<file path="config.mk">
export PLATFORM = sky130hd
export DESIGN_NAME = mirrored_binary_shape_match_scorer
export DESIGN_NICKNAME = d
export VERILOG_FILES = /design/src/hdl/msms_pkg.sv /design/src/hdl/mirrored_binary_shape_match_scorer.sv /design/src/hdl/msms_ctrl.sv /design/src/hdl/msms_dp.sv
export SDC_FILE = /design/constraint.sdc
export NUM_CORES = 2
export LEC_CHECK = 0
export ABC_AREA = 1
export BUFFER_PORTS_ARGS = -buffer_cell sky130_fd_sc_hd__buf_2
export CAP_MARGIN = 15
export CELL_PAD_IN_SITES_DETAIL_PLACEMENT = 1
export CELL_PAD_IN_SITES_GLOBAL_PLACEMENT = 1
export CORE_AREA = 4 4 360 362
export DETAILED_ROUTE_END_ITERATION = 10
export DIE_AREA = 0 0 364 366
export GPL_ROUTABILITY_DRIVEN = 0
export PLACE_DENSITY = 0.81
export SLEW_MARGIN = 10
export SYNTH_ARGS = -nofsm -noshare
export SYNTH_HDL_FRONTEND = slang
export SYNTH_HIERARCHICAL = 1
export SYNTH_SLANG_ARGS = --single-unit
</file>
<file path="constraint.sdc">
create_clock -name clk -period 8.8 [get_ports clk]
set_clock_uncertainty 0.1 [all_clocks]
set_input_delay 1.76 -clock clk [delete_from_list [all_inputs] [get_ports clk]]
set_output_delay 1.76 -clock clk [all_outputs]
set_load 0.01 [all_outputs]
</file>
<file path="src/hdl/msms_pkg.sv">
// ----------------------------------------------------------------------------
// Mirrored binary shape match scorer package
// Word types, widths, state and command encodings shared by the modules.
// ----------------------------------------------------------------------------
package msms_pkg;

    // Counter and arithmetic widths.
    localparam int CNT_W     = 21;
    localparam int CUT_W     = 16;
    localparam int PROD_W    = 2 * CNT_W;
    localparam int SUM_W     = PROD_W + 1;
    localparam int CMP_SHIFT = 15;
    localparam int CMP_W     = SUM_W + CMP_SHIFT;

    localparam logic [CUT_W-1:0] CUTOFF_RESET = 16'h8000;
    localparam logic [7:0]       CHAN_WHITE   = 8'hFF;
    localparam logic [7:0]       CHAN_BLACK   = 8'h00;

    // One pixel word.
    typedef struct packed {
        logic [7:0] ref_red;
        logic [7:0] ref_green;
        logic [7:0] ref_blue;
        logic [7:0] cand_red;
        logic [7:0] cand_green;
        logic [7:0] cand_blue;
        logic [7:0] mirror_red;
        logic [7:0] mirror_green;
        logic [7:0] mirror_blue;
        logic       last_pixel;
    } pixel_t;

    // One score word.
    typedef struct packed {
        logic is_match;
        logic direct_match;
        logic mirrored_match;
        logic score_invalid;
    } score_t;

    // Controller states.
    typedef enum logic [3:0] {
        ST_IDLE,
        ST_PREP,
        ST_M1,
        ST_M2,
        ST_M3,
        ST_M4,
        ST_M5,
        ST_M6,
        ST_M7,
        ST_M8,
        ST_CMP
    } state_t;

    // Operand pair for the shared multiplier.
    typedef enum logic [2:0] {
        MUL_WD_BD,
        MUL_DWH_BD,
        MUL_DBH_WD,
        MUL_MWH_BD,
        MUL_MBH_WD,
        MUL_PLO_CUT,
        MUL_PHI_CUT
    } mul_sel_t;

    // What to do with the registered product.
    typedef enum logic [2:0] {
        ACC_NONE,
        ACC_P_LOAD,
        ACC_SD_LOAD,
        ACC_SD_ADD,
        ACC_SM_LOAD,
        ACC_SM_ADD,
        ACC_RHS_LOAD,
        ACC_RHS_ADD_HI
    } acc_op_t;

    // Commands from the controller to the datapath.
    typedef struct packed {
        logic     count_en;
        logic     latch_den;
        mul_sel_t mul_sel;
        acc_op_t  acc_op;
        logic     load_result;
        logic     clear_counts;
    } ctrl_cmd_t;

    // Status from the datapath to the controller.
    typedef struct packed {
        logic last_pixel;
    } ctrl_stat_t;

endpackage

</file>
<file path="src/hdl/mirrored_binary_shape_match_scorer.sv">
// ----------------------------------------------------------------------------
// Mirrored binary shape match scorer
// Counts white/black pixels and matches, then scores direct and mirrored fit.
// ----------------------------------------------------------------------------
// Pixels are taken one per cycle while pixel_ready is high. A pixel word with
// last_pixel set is counted and then scored in the denominator latch step, eight
// steps of one shared 21x21 multiplier with its accumulators, and the final
// compare, during which pixel_ready is low. The score word waits in an output
// register, so the next image may stream in while it is still pending. If that
// word has still not been taken when the next image reaches its final compare,
// the compare step waits for it and pixel_ready stays low until it is taken.
// cfg_data writes the Q0.16 cutoff and is always ready; it resets to 0.5.
// Counters saturate at 2^21-1.
module mirrored_binary_shape_match_scorer
(
    input  logic                       clk,
    input  logic                       rst_n,
    input  logic                       pixel_valid,
    output logic                       pixel_ready,
    input  msms_pkg::pixel_t           pixel,
    output logic                       score_valid,
    input  logic                       score_ready,
    output msms_pkg::score_t           score,
    input  logic                       cfg_valid,
    output logic                       cfg_ready,
    input  logic [msms_pkg::CUT_W-1:0] cfg_data
);

    msms_pkg::ctrl_cmd_t  cmd;
    msms_pkg::ctrl_stat_t stat;

    assign cfg_ready = 1'b1;

    // Sequencer.
    msms_ctrl u_ctrl
    (
        .clk         (clk),
        .rst_n       (rst_n),
        .pixel_valid (pixel_valid),
        .pixel_ready (pixel_ready),
        .score_valid (score_valid),
        .score_ready (score_ready),
        .stat        (stat),
        .cmd         (cmd)
    );

    // Counters and arithmetic.
    msms_dp u_dp
    (
        .clk      (clk),
        .rst_n    (rst_n),
        .pixel    (pixel),
        .cfg_we   (cfg_valid),
        .cfg_data (cfg_data),
        .cmd      (cmd),
        .stat     (stat),
        .score    (score)
    );

endmodule

</file>
<file path="src/hdl/msms_ctrl.sv">
// ----------------------------------------------------------------------------
// Mirrored binary shape match scorer controller
// Sequences pixel counting, the scoring steps and the score word handshake.
// ----------------------------------------------------------------------------
module msms_ctrl
(
    input  logic                   clk,
    input  logic                   rst_n,
    input  logic                   pixel_valid,
    output logic                   pixel_ready,
    output logic                   score_valid,
    input  logic                   score_ready,
    input  msms_pkg::ctrl_stat_t   stat,
    output msms_pkg::ctrl_cmd_t    cmd
);

    msms_pkg::state_t state_reg;
    msms_pkg::state_t state_next;
    logic             score_valid_reg;
    logic             score_valid_next;

    // State and output valid registers.
    always_ff @(posedge clk or negedge rst_n)
    begin
        if (!rst_n)
        begin
            state_reg       <= msms_pkg::ST_IDLE;
            score_valid_reg <= 1'b0;
        end
        else
        begin
            state_reg       <= state_next;
            score_valid_reg <= score_valid_next;
        end
    end

    // Next state and commands.
    always_comb
    begin
        state_next       = state_reg;
        cmd              = '0;
        cmd.mul_sel      = msms_pkg::MUL_WD_BD;
        cmd.acc_op       = msms_pkg::ACC_NONE;
        pixel_ready      = 1'b0;
        score_valid_next = score_valid_reg && !score_ready;

        unique case (state_reg)
            msms_pkg::ST_IDLE:
            begin
                pixel_ready  = 1'b1;
                cmd.count_en = pixel_valid;
                if (pixel_valid && stat.last_pixel)
                begin
                    state_next = msms_pkg::ST_PREP;
                end
            end
            msms_pkg::ST_PREP:
            begin
                cmd.latch_den = 1'b1;
                state_next    = msms_pkg::ST_M1;
            end
            msms_pkg::ST_M1:
            begin
                cmd.mul_sel = msms_pkg::MUL_WD_BD;
                state_next  = msms_pkg::ST_M2;
            end
            msms_pkg::ST_M2:
            begin
                cmd.mul_sel = msms_pkg::MUL_DWH_BD;
                cmd.acc_op  = msms_pkg::ACC_P_LOAD;
                state_next  = msms_pkg::ST_M3;
            end
            msms_pkg::ST_M3:
            begin
                cmd.mul_sel = msms_pkg::MUL_DBH_WD;
                cmd.acc_op  = msms_pkg::ACC_SD_LOAD;
                state_next  = msms_pkg::ST_M4;
            end
            msms_pkg::ST_M4:
            begin
                cmd.mul_sel = msms_pkg::MUL_MWH_BD;
                cmd.acc_op  = msms_pkg::ACC_SD_ADD;
                state_next  = msms_pkg::ST_M5;
            end
            msms_pkg::ST_M5:
            begin
                cmd.mul_sel = msms_pkg::MUL_MBH_WD;
                cmd.acc_op  = msms_pkg::ACC_SM_LOAD;
                state_next  = msms_pkg::ST_M6;
            end
            msms_pkg::ST_M6:
            begin
                cmd.mul_sel = msms_pkg::MUL_PLO_CUT;
                cmd.acc_op  = msms_pkg::ACC_SM_ADD;
                state_next  = msms_pkg::ST_M7;
            end
            msms_pkg::ST_M7:
            begin
                cmd.mul_sel = msms_pkg::MUL_PHI_CUT;
                cmd.acc_op  = msms_pkg::ACC_RHS_LOAD;
                state_next  = msms_pkg::ST_M8;
            end
            msms_pkg::ST_M8:
            begin
                cmd.acc_op = msms_pkg::ACC_RHS_ADD_HI;
                state_next = msms_pkg::ST_CMP;
            end
            msms_pkg::ST_CMP:
            begin
                // Wait until the output register is free, then hand off.
                if (!score_valid_reg || score_ready)
                begin
                    cmd.load_result  = 1'b1;
                    cmd.clear_counts = 1'b1;
                    score_valid_next = 1'b1;
                    state_next       = msms_pkg::ST_IDLE;
                end
            end
            default:
            begin
                state_next = msms_pkg::ST_IDLE;
            end
        endcase
    end

    assign score_valid = score_valid_reg;

endmodule

</file>
<file path="src/hdl/msms_dp.sv">
// ----------------------------------------------------------------------------
// Mirrored binary shape match scorer datapath
// Pixel counters, shared multiplier, score accumulators and output register.
// ----------------------------------------------------------------------------
module msms_dp
(
    input  logic                        clk,
    input  logic                        rst_n,
    input  msms_pkg::pixel_t            pixel,
    input  logic                        cfg_we,
    input  logic [msms_pkg::CUT_W-1:0]  cfg_data,
    input  msms_pkg::ctrl_cmd_t         cmd,
    output msms_pkg::ctrl_stat_t        stat,
    output msms_pkg::score_t            score
);

    localparam int CW = msms_pkg::CNT_W;
    localparam int PW = msms_pkg::PROD_W;
    localparam int SW = msms_pkg::SUM_W;
    localparam int KW = msms_pkg::CMP_W;

    logic [msms_pkg::CUT_W-1:0] cutoff_reg;

    logic [CW-1:0] ref_white_reg;
    logic [CW-1:0] cand_white_reg;
    logic [CW-1:0] ref_black_reg;
    logic [CW-1:0] cand_black_reg;
    logic [CW-1:0] dwh_reg;
    logic [CW-1:0] dbh_reg;
    logic [CW-1:0] mwh_reg;
    logic [CW-1:0] mbh_reg;

    logic [CW-1:0] wd_reg;
    logic [CW-1:0] bd_reg;
    logic [PW-1:0] prod_reg;
    logic [PW-1:0] p_reg;
    logic [SW-1:0] sd_reg;
    logic [SW-1:0] sm_reg;
    logic [KW-1:0] rhs_reg;
    msms_pkg::score_t score_reg;

    logic ref_white, ref_black, ref_all_white, ref_all_black;
    logic same_direct, same_mirror;
    logic [CW-1:0] mul_a, mul_b;
    logic [KW-1:0] lhs_direct, lhs_mirror;
    logic invalid, dm, mm;

    // Saturating increment.
    function automatic logic [CW-1:0] sat_inc(input logic [CW-1:0] c, input logic en);
        logic [CW-1:0] r;
        begin
            r = c;
            if (en && (c != {CW{1'b1}}))
            begin
                r = c + 1'b1;
            end
            return r;
        end
    endfunction

    // Per-pixel classification.
    assign ref_white     = (pixel.ref_red == msms_pkg::CHAN_WHITE);
    assign ref_black     = (pixel.ref_red == msms_pkg::CHAN_BLACK);
    assign ref_all_white = ref_white && (pixel.ref_green == msms_pkg::CHAN_WHITE)
                           && (pixel.ref_blue == msms_pkg::CHAN_WHITE);
    assign ref_all_black = ref_black && (pixel.ref_green == msms_pkg::CHAN_BLACK)
                           && (pixel.ref_blue == msms_pkg::CHAN_BLACK);
    assign same_direct   = (pixel.ref_red == pixel.cand_red)
                           && (pixel.ref_green == pixel.cand_green)
                           && (pixel.ref_blue == pixel.cand_blue);
    assign same_mirror   = (pixel.ref_red == pixel.mirror_red)
                           && (pixel.ref_green == pixel.mirror_green)
                           && (pixel.ref_blue == pixel.mirror_blue);

    assign stat.last_pixel = pixel.last_pixel;

    // Cutoff register.
    always_ff @(posedge clk or negedge rst_n)
    begin
        if (!rst_n)
        begin
            cutoff_reg <= msms_pkg::CUTOFF_RESET;
        end
        else if (cfg_we)
        begin
            cutoff_reg <= cfg_data;
        end
    end

    // Pixel counters; they clear once the score word is handed off.
    always_ff @(posedge clk or negedge rst_n)
    begin
        if (!rst_n)
        begin
            ref_white_reg  <= '0;
            cand_white_reg <= '0;
            ref_black_reg  <= '0;
            cand_black_reg <= '0;
            dwh_reg        <= '0;
            dbh_reg        <= '0;
            mwh_reg        <= '0;
            mbh_reg        <= '0;
        end
        else if (cmd.clear_counts)
        begin
            ref_white_reg  <= '0;
            cand_white_reg <= '0;
            ref_black_reg  <= '0;
            cand_black_reg <= '0;
            dwh_reg        <= '0;
            dbh_reg        <= '0;
            mwh_reg        <= '0;
            mbh_reg        <= '0;
        end
        else if (cmd.count_en)
        begin
            ref_white_reg  <= sat_inc(ref_white_reg, ref_white);
            cand_white_reg <= sat_inc(cand_white_reg,
                                      pixel.cand_red == msms_pkg::CHAN_WHITE);
            ref_black_reg  <= sat_inc(ref_black_reg, ref_black);
            cand_black_reg <= sat_inc(cand_black_reg,
                                      pixel.cand_red == msms_pkg::CHAN_BLACK);
            dwh_reg        <= sat_inc(dwh_reg, same_direct && ref_all_white);
            dbh_reg        <= sat_inc(dbh_reg, same_direct && ref_all_black);
            mwh_reg        <= sat_inc(mwh_reg, same_mirror && ref_all_white);
            mbh_reg        <= sat_inc(mbh_reg, same_mirror && ref_all_black);
        end
    end

    // Shared multiplier operand selection.
    always_comb
    begin
        unique case (cmd.mul_sel)
            msms_pkg::MUL_WD_BD:   begin mul_a = wd_reg;  mul_b = bd_reg; end
            msms_pkg::MUL_DWH_BD:  begin mul_a = dwh_reg; mul_b = bd_reg; end
            msms_pkg::MUL_DBH_WD:  begin mul_a = dbh_reg; mul_b = wd_reg; end
            msms_pkg::MUL_MWH_BD:  begin mul_a = mwh_reg; mul_b = bd_reg; end
            msms_pkg::MUL_MBH_WD:  begin mul_a = mbh_reg; mul_b = wd_reg; end
            msms_pkg::MUL_PLO_CUT:
            begin
                mul_a = p_reg[CW-1:0];
                mul_b = CW'(cutoff_reg);
            end
            msms_pkg::MUL_PHI_CUT:
            begin
                mul_a = p_reg[PW-1:CW];
                mul_b = CW'(cutoff_reg);
            end
            default:               begin mul_a = wd_reg;  mul_b = bd_reg; end
        endcase
    end

    // Denominators, registered product and accumulators.
    always_ff @(posedge clk)
    begin
        if (cmd.latch_den)
        begin
            wd_reg <= (cand_white_reg > ref_white_reg) ? cand_white_reg : ref_white_reg;
            bd_reg <= (cand_black_reg > ref_black_reg) ? cand_black_reg : ref_black_reg;
        end
        prod_reg <= mul_a * mul_b;
        unique case (cmd.acc_op)
            msms_pkg::ACC_NONE:       ;
            msms_pkg::ACC_P_LOAD:     p_reg   <= prod_reg;
            msms_pkg::ACC_SD_LOAD:    sd_reg  <= SW'(prod_reg);
            msms_pkg::ACC_SD_ADD:     sd_reg  <= sd_reg + SW'(prod_reg);
            msms_pkg::ACC_SM_LOAD:    sm_reg  <= SW'(prod_reg);
            msms_pkg::ACC_SM_ADD:     sm_reg  <= sm_reg + SW'(prod_reg);
            msms_pkg::ACC_RHS_LOAD:   rhs_reg <= KW'(prod_reg);
            msms_pkg::ACC_RHS_ADD_HI: rhs_reg <= rhs_reg + (KW'(prod_reg) << CW);
            default:                  ;
        endcase
    end

    // Final compare: sum * 2^15 against product * cutoff.
    assign lhs_direct = {sd_reg, {msms_pkg::CMP_SHIFT{1'b0}}};
    assign lhs_mirror = {sm_reg, {msms_pkg::CMP_SHIFT{1'b0}}};
    assign invalid    = (wd_reg == '0) || (bd_reg == '0);
    assign dm         = !invalid && (lhs_direct > rhs_reg);
    assign mm         = !invalid && (lhs_mirror > rhs_reg);

    // Output register.
    always_ff @(posedge clk)
    begin
        if (cmd.load_result)
        begin
            score_reg.is_match       <= dm || mm;
            score_reg.direct_match   <= dm;
            score_reg.mirrored_match <= mm;
            score_reg.score_invalid  <= invalid;
        end
    end

    assign score = score_reg;

endmodule

</file>
# Word-level counts from Yosys, hierarchy flattened
# Cells that the tools add are included.
# W data, S select, Z words.
# word_totals
output_inout_bits	7
input_bits	94
wordCells	184
regBits	463
# op_classes
add_sub_neg	11
n_mux	43
n_reduce_logical	60
eq_ne	43
n_lt_le_gt_ge	4
n_mul	1
# op_table
cell	count
$mux W21	26
$pmux W43 S2	2
$add A21 B1 Y21 const B	8
$ne A21 B21 Y1 const B	8
$pmux W21 S6	1
$gt A58 B58 Y1	2
$pmux W58 S2	1
$add A43 B42 Y43	2
$add A58 B58 Y58	1
$eq A8 B8 Y1	6
$pmux W4 S11	1
$gt A21 B21 Y1	2
$logic_not A21 Y1	2
$mul A21 B21 Y42	1
$pmux W21 S2	1
$eq A8 B8 Y1 const B	4
$logic_not A8 Y1	4
$logic_and A1 B1 Y1	24
$reduce_bool A2 Y1	12
$eq A3 B3 Y1 const B	7
$pmux W3 S7	1
$pmux W3 S6	1
$reduce_and A2 Y1	9
$eq A4 B3 Y1 const B	4
13 further kinds	32

# Logic depth before layout (Yosys ltp)
# depth
depth_word	8
depth_mapped	41
depth_no_buf	39

# Hierarchy
# The synthesis kept the hierarchy.
# by_module_without_submodules
module	cells_per_inst	area_per_inst_um2	seq_area_each_um2	n_inst
msms_dp	7155	51041.5	12413.2	1
msms_ctrl	60	367.9	125.1	1
mirrored_binary_shape_match_scorer	2	11.3	0.0	1

# Least setup slack after synthesis
# Ideal clock, no wire load.
# synth_timing
path_kind	register to register
startpoint	register u_ctrl.state_reg[1]
endpoint	register u_dp.prod_reg[26]
t_arrival_ns	7.323
t_required_ns	8.628
setup_slack_ns	1.305
stages_incl_launch_ff	33
path_cell_list	dfrtp_1 nor2_1 nor3_1 nand3_1 buf_2 o21ai_1 nor2_1 o2111ai_1 nand2_2 inv_2 buf_2 nand2_1 fa_1 inv_1 fa_1 inv_1 fa_1 inv_1 fa_1 fa_1 fa_1 inv_1 fa_1 inv_1 ha_1 nand2_1 nor2_1 inv_1 nor2_1 nand3_1 or2_2 nand3_1 xor2_1
# synth_lines
element	line_no	text
start: declaration	msms_ctrl.sv:17	msms_pkg::state_t state_reg;
start signal: assignment	msms_ctrl.sv:27	state_reg <= msms_pkg::ST_IDLE;
start signal: assignment	msms_ctrl.sv:32	state_reg <= state_next;
end signal: assignment	msms_dp.sv:161	prod_reg <= mul_a * mul_b;
end: declaration	msms_dp.sv:35	logic [PW-1:0] prod_reg;

==> flow_metrics.env <==
export IMPL_cts_buffers_inserted=58
export IMPL_synth_top_cell_by_area="nand2_1"
export IMPL_post_route_cells_drive_above_1_share_pct=6.028
export IMPL_kind_of_path_behind_the_tightest_hold_check="reg2reg"
export IMPL_dr_total_vias=50590
export IMPL_critical_path_max_fanout=16
export IMPL_timing_worst_slew_pin_value_ps=1166
export IMPL_worst_path_required_time_ps=9280
export IMPL_synth_async_sr_flop_share_pct=40.82
export IMPL_dieArea_sq_um=133200
export IMPL_floorplan_io_pins=101
export IMPL_criticalPathCategory="reg2reg"
export IMPL_leftover_overflow_at_the_end_of_global_routing=0
export IMPL_outcome="complete, no violations"
export IMPL_r2r_slack_ps=290
export IMPL_horizontal_die_dimension_um=364
export IMPL_clock_root_buffer="clkbuf_16"
export IMPL_crit_path_slowest_cell="fa_1"
export IMPL_finalSetupViolCount=0
export IMPL_placement_io_buffers=99
export IMPL_gr_usage_all_layers_pct=29.67
export IMPL_final_max_slew_viol_count=0
export IMPL_place_detailed_hpwl_um=160400
export IMPL_drv_max_cap_violation_count=0
export IMPL_worstRegToRegCells=32
export IMPL_flip_flop_count_of_the_largest_register_all_copies_and_words_added=58
export IMPL_synth_yosys_seq_area_share_pct=24.38
export IMPL_synthTopCellsByArea="nand2_1 14%, fa_1 14%, edfxtp_1 14%"
export IMPL_clk_latency_ps=700
export IMPL_finalCritPeriodShare_pct=96.73
export IMPL_clock_h_tree_levels=2
export IMPL_crit_reg2reg_launch="u_ctrl/state_reg[3]$_DFFE_PN0P_"
export IMPL_hold_depth=2
export IMPL_number_of_synthesized_flops_with_an_enable_pin=232
export IMPL_core_area_sq_um=126700
export IMPL_worstSetupEndpointType="register"
export IMPL_post_synth_net_total=8080
export IMPL_postSynthAreaPerCell_sq_um=7.125
export IMPL_area_growth_syn_to_layout_pct=8.840
export IMPL_post_drt_via_cell_ratio=5.613
export IMPL_dominantRegCellSynth="edfxtp_1"
export IMPL_detail_route_iter0_violations=4072
export IMPL_fp_row_count=131
export IMPL_worst_hold_startpoint="u_dp/mwh_reg[13]$_DFFE_PN0P_"
export IMPL_floorplan_initialDensity_pct=40.58
export IMPL_first_pass_iters=8
export IMPL_total_of_fill_cells_in_the_finished_design=16240
export IMPL_crit_arrival_ps=8990
export IMPL_synth_area_sq_um=51420
export IMPL_floorplan_die_height_um=366
export IMPL_synthesis_yosys_warnings=6
export IMPL_detail_route_wirelength_um=200500
export IMPL_ctsLongestPathBuffers=3
export IMPL_relSlewSlack_pct=22.09
export IMPL_clock_tree_from_tritoncts="built"
export IMPL_clock_sinks=463
export IMPL_ant_nets=0
export IMPL_number_of_global_route_vias_before_repair=53650
export IMPL_clkSlewWorstSetupHoldPaths_ps=60
export IMPL_nets=8162
export IMPL_synth_seq_cells=463
export IMPL_timing_final_hold_violations=0
export IMPL_synth_top_area_share_pct=14.42
export IMPL_grt_pass1_wl_um=308100
export IMPL_yosys_cell_types_count=59
export IMPL_final_period_minus_worst_setup_slack_ps=8512
export IMPL_worst_setup_path_start_kind="register"
export IMPL_drt_wirelength_per_cell_um=22.25
export IMPL_grt_max_degree=99
export IMPL_netlist_instances=7217
export IMPL_worst_hold_path_endpoint="u_dp/mwh_reg[13]$_DFFE_PN0P_"
export IMPL_maxClockFrequency_mhz=117.5
export IMPL_finalCoreUtilization_pct=44.17
export IMPL_maximum_cell_stage_delay_along_the_critical_path_ps=630
export IMPL_critical_path_reg2reg_endpoint="u_dp/prod_reg[31]$_DFF_P_"
export IMPL_drc=0
export IMPL_antenna_found_initial=2
## final cells by class
type                       instances  area, sq um  area share [%]
tap                             1662         2079           3.716
antenna                            1        2.502        0.004471
timing repair buffer             203         1320           2.359
clock buffer                      78         1597           2.853
inverter                        1296         4915           8.782
sequential                       463        12540           22.41
multi-input combinational       5277        33230           59.37
clock inverter                    32        286.5          0.5120
## repair_timing
action	in CTS	in global routing
endpoints found under the hold margin	0	0
gates resized for setup	0	64
hold buffers	0	0
endpoints found under the setup margin	0	26
buffers inserted	0	12
## worst max-delay path by stage
stage | endpoint | startpoint | cells after the start
after global routing | u_dp/prod_reg[26]$_DFF_P_ | u_ctrl/state_reg[3]$_DFFE_PN0P_ | 33
after global placement | u_dp/prod_reg[41]$_DFF_P_ | u_ctrl/state_reg[1]$_DFFE_PN0P_ | 35
after detailed placement | u_dp/prod_reg[35]$_DFF_P_ | u_ctrl/state_reg[1]$_DFFE_PN0P_ | 33
after floorplan | u_dp/prod_reg[26]$_DFF_P_ | u_ctrl/state_reg[1]$_DFFE_PN0P_ | 32
final | u_dp/prod_reg[31]$_DFF_P_ | u_ctrl/state_reg[3]$_DFFE_PN0P_ | 32
after CTS | u_dp/prod_reg[35]$_DFF_P_ | u_ctrl/state_reg[2]$_DFFE_PN0P_ | 33
## cell usage after synthesis, types with 4 or more instances
master and count:
o21ai_2 12, o21a_1 12, or2_2 34, nand4_1 189
buf_1 11, nor2_1 774, a21boi_0 6, o2111ai_1 4
o21ai_0 257, xnor2_1 45, nand3b_1 17, o22ai_1 36
nor3b_1 9, nand2_2 11, o31ai_1 8, dfxtp_1 42
nor4_1 12, ha_1 408, clkinv_1 5, buf_6 17
clkbuf_1 77, nand3_1 478, buf_2 52, o21bai_1 22
nand2_1 1975, nor2_2 5, fa_1 361, edfxtp_1 232
and2_1 6, a21o_1 9, o21ai_1 15, xor2_1 146
a31oi_1 5, nor3_2 5, a21oi_1 225, nor3_1 151
o211ai_1 4, inv_2 29, dfrtp_1 188, inv_1 1261
o221ai_1 11, buf_4 25
## cells in the final DEF, fill, tap and decap left out, drive strengths merged, types with 189 or more instances in the layout
cell / n
o21ai: 286
nand2: 1987
a21oi: 225
fa: 361
ha: 408
buf: 202
edfxtp: 232
nor2: 782
nand3: 481
inv: 1292
nand4: 189
## layer usage
layer | up-vias | part of all wire, % | global-route usage (%)
li1 | 22990 | - | -
met2 | 1984 | 47 | 49.38
met3 | 627 | 6.6 | 4.422
met4 | 0 | 7.1 | 17.39
met1 | 24980 | 40 | 36.45
met5 | - | 0 | 0
## per-stage QoR
stage / TNS [ps] / hold slack (ps) / instance area (sq um) / std cells / setup WS (ps)
after floorplan: 0 / 359.4 / 51420 / 7217 / 1305
after global placement: 0 / 382.9 / 53730 / 8885 / 449.6
after detailed placement: 0 / 394.3 / 53730 / 8885 / 135.5
after CTS: 0 / 408.9 / 55610 / 8995 / 135.5
after global routing: -344.8 / 436.9 / 55960 / 9011 / -106.9
final: 0 / 416.7 / 55970 / 9012 / 287.8
## logic make-up after synthesis
kind of cell             count (synthesis)  share of synthesized area, %
AO/OA/AOI/OAI                          635                         6.974
XOR/XNOR                               191                         3.253
adder cells (fa/ha/maj)                769                         23.98
buffers and inverters                 1479                         11.38
flip-flops                             463                         24.38
other                                    1                      0.007293
AND/OR/NAND/NOR                       3679                         30.02
## critical path, delay by kind of cell, from the launching register on
kind            cells  cell delay, ps
fa+ha+maj           8            4030
simple gates       14            2140
compound gates      4             940
buf+inv             6             690
flops               1             470
Power is left out: the tool's default activity adds up to more than one toggle a clock period on the data nets, which glitch-free logic cannot reach.
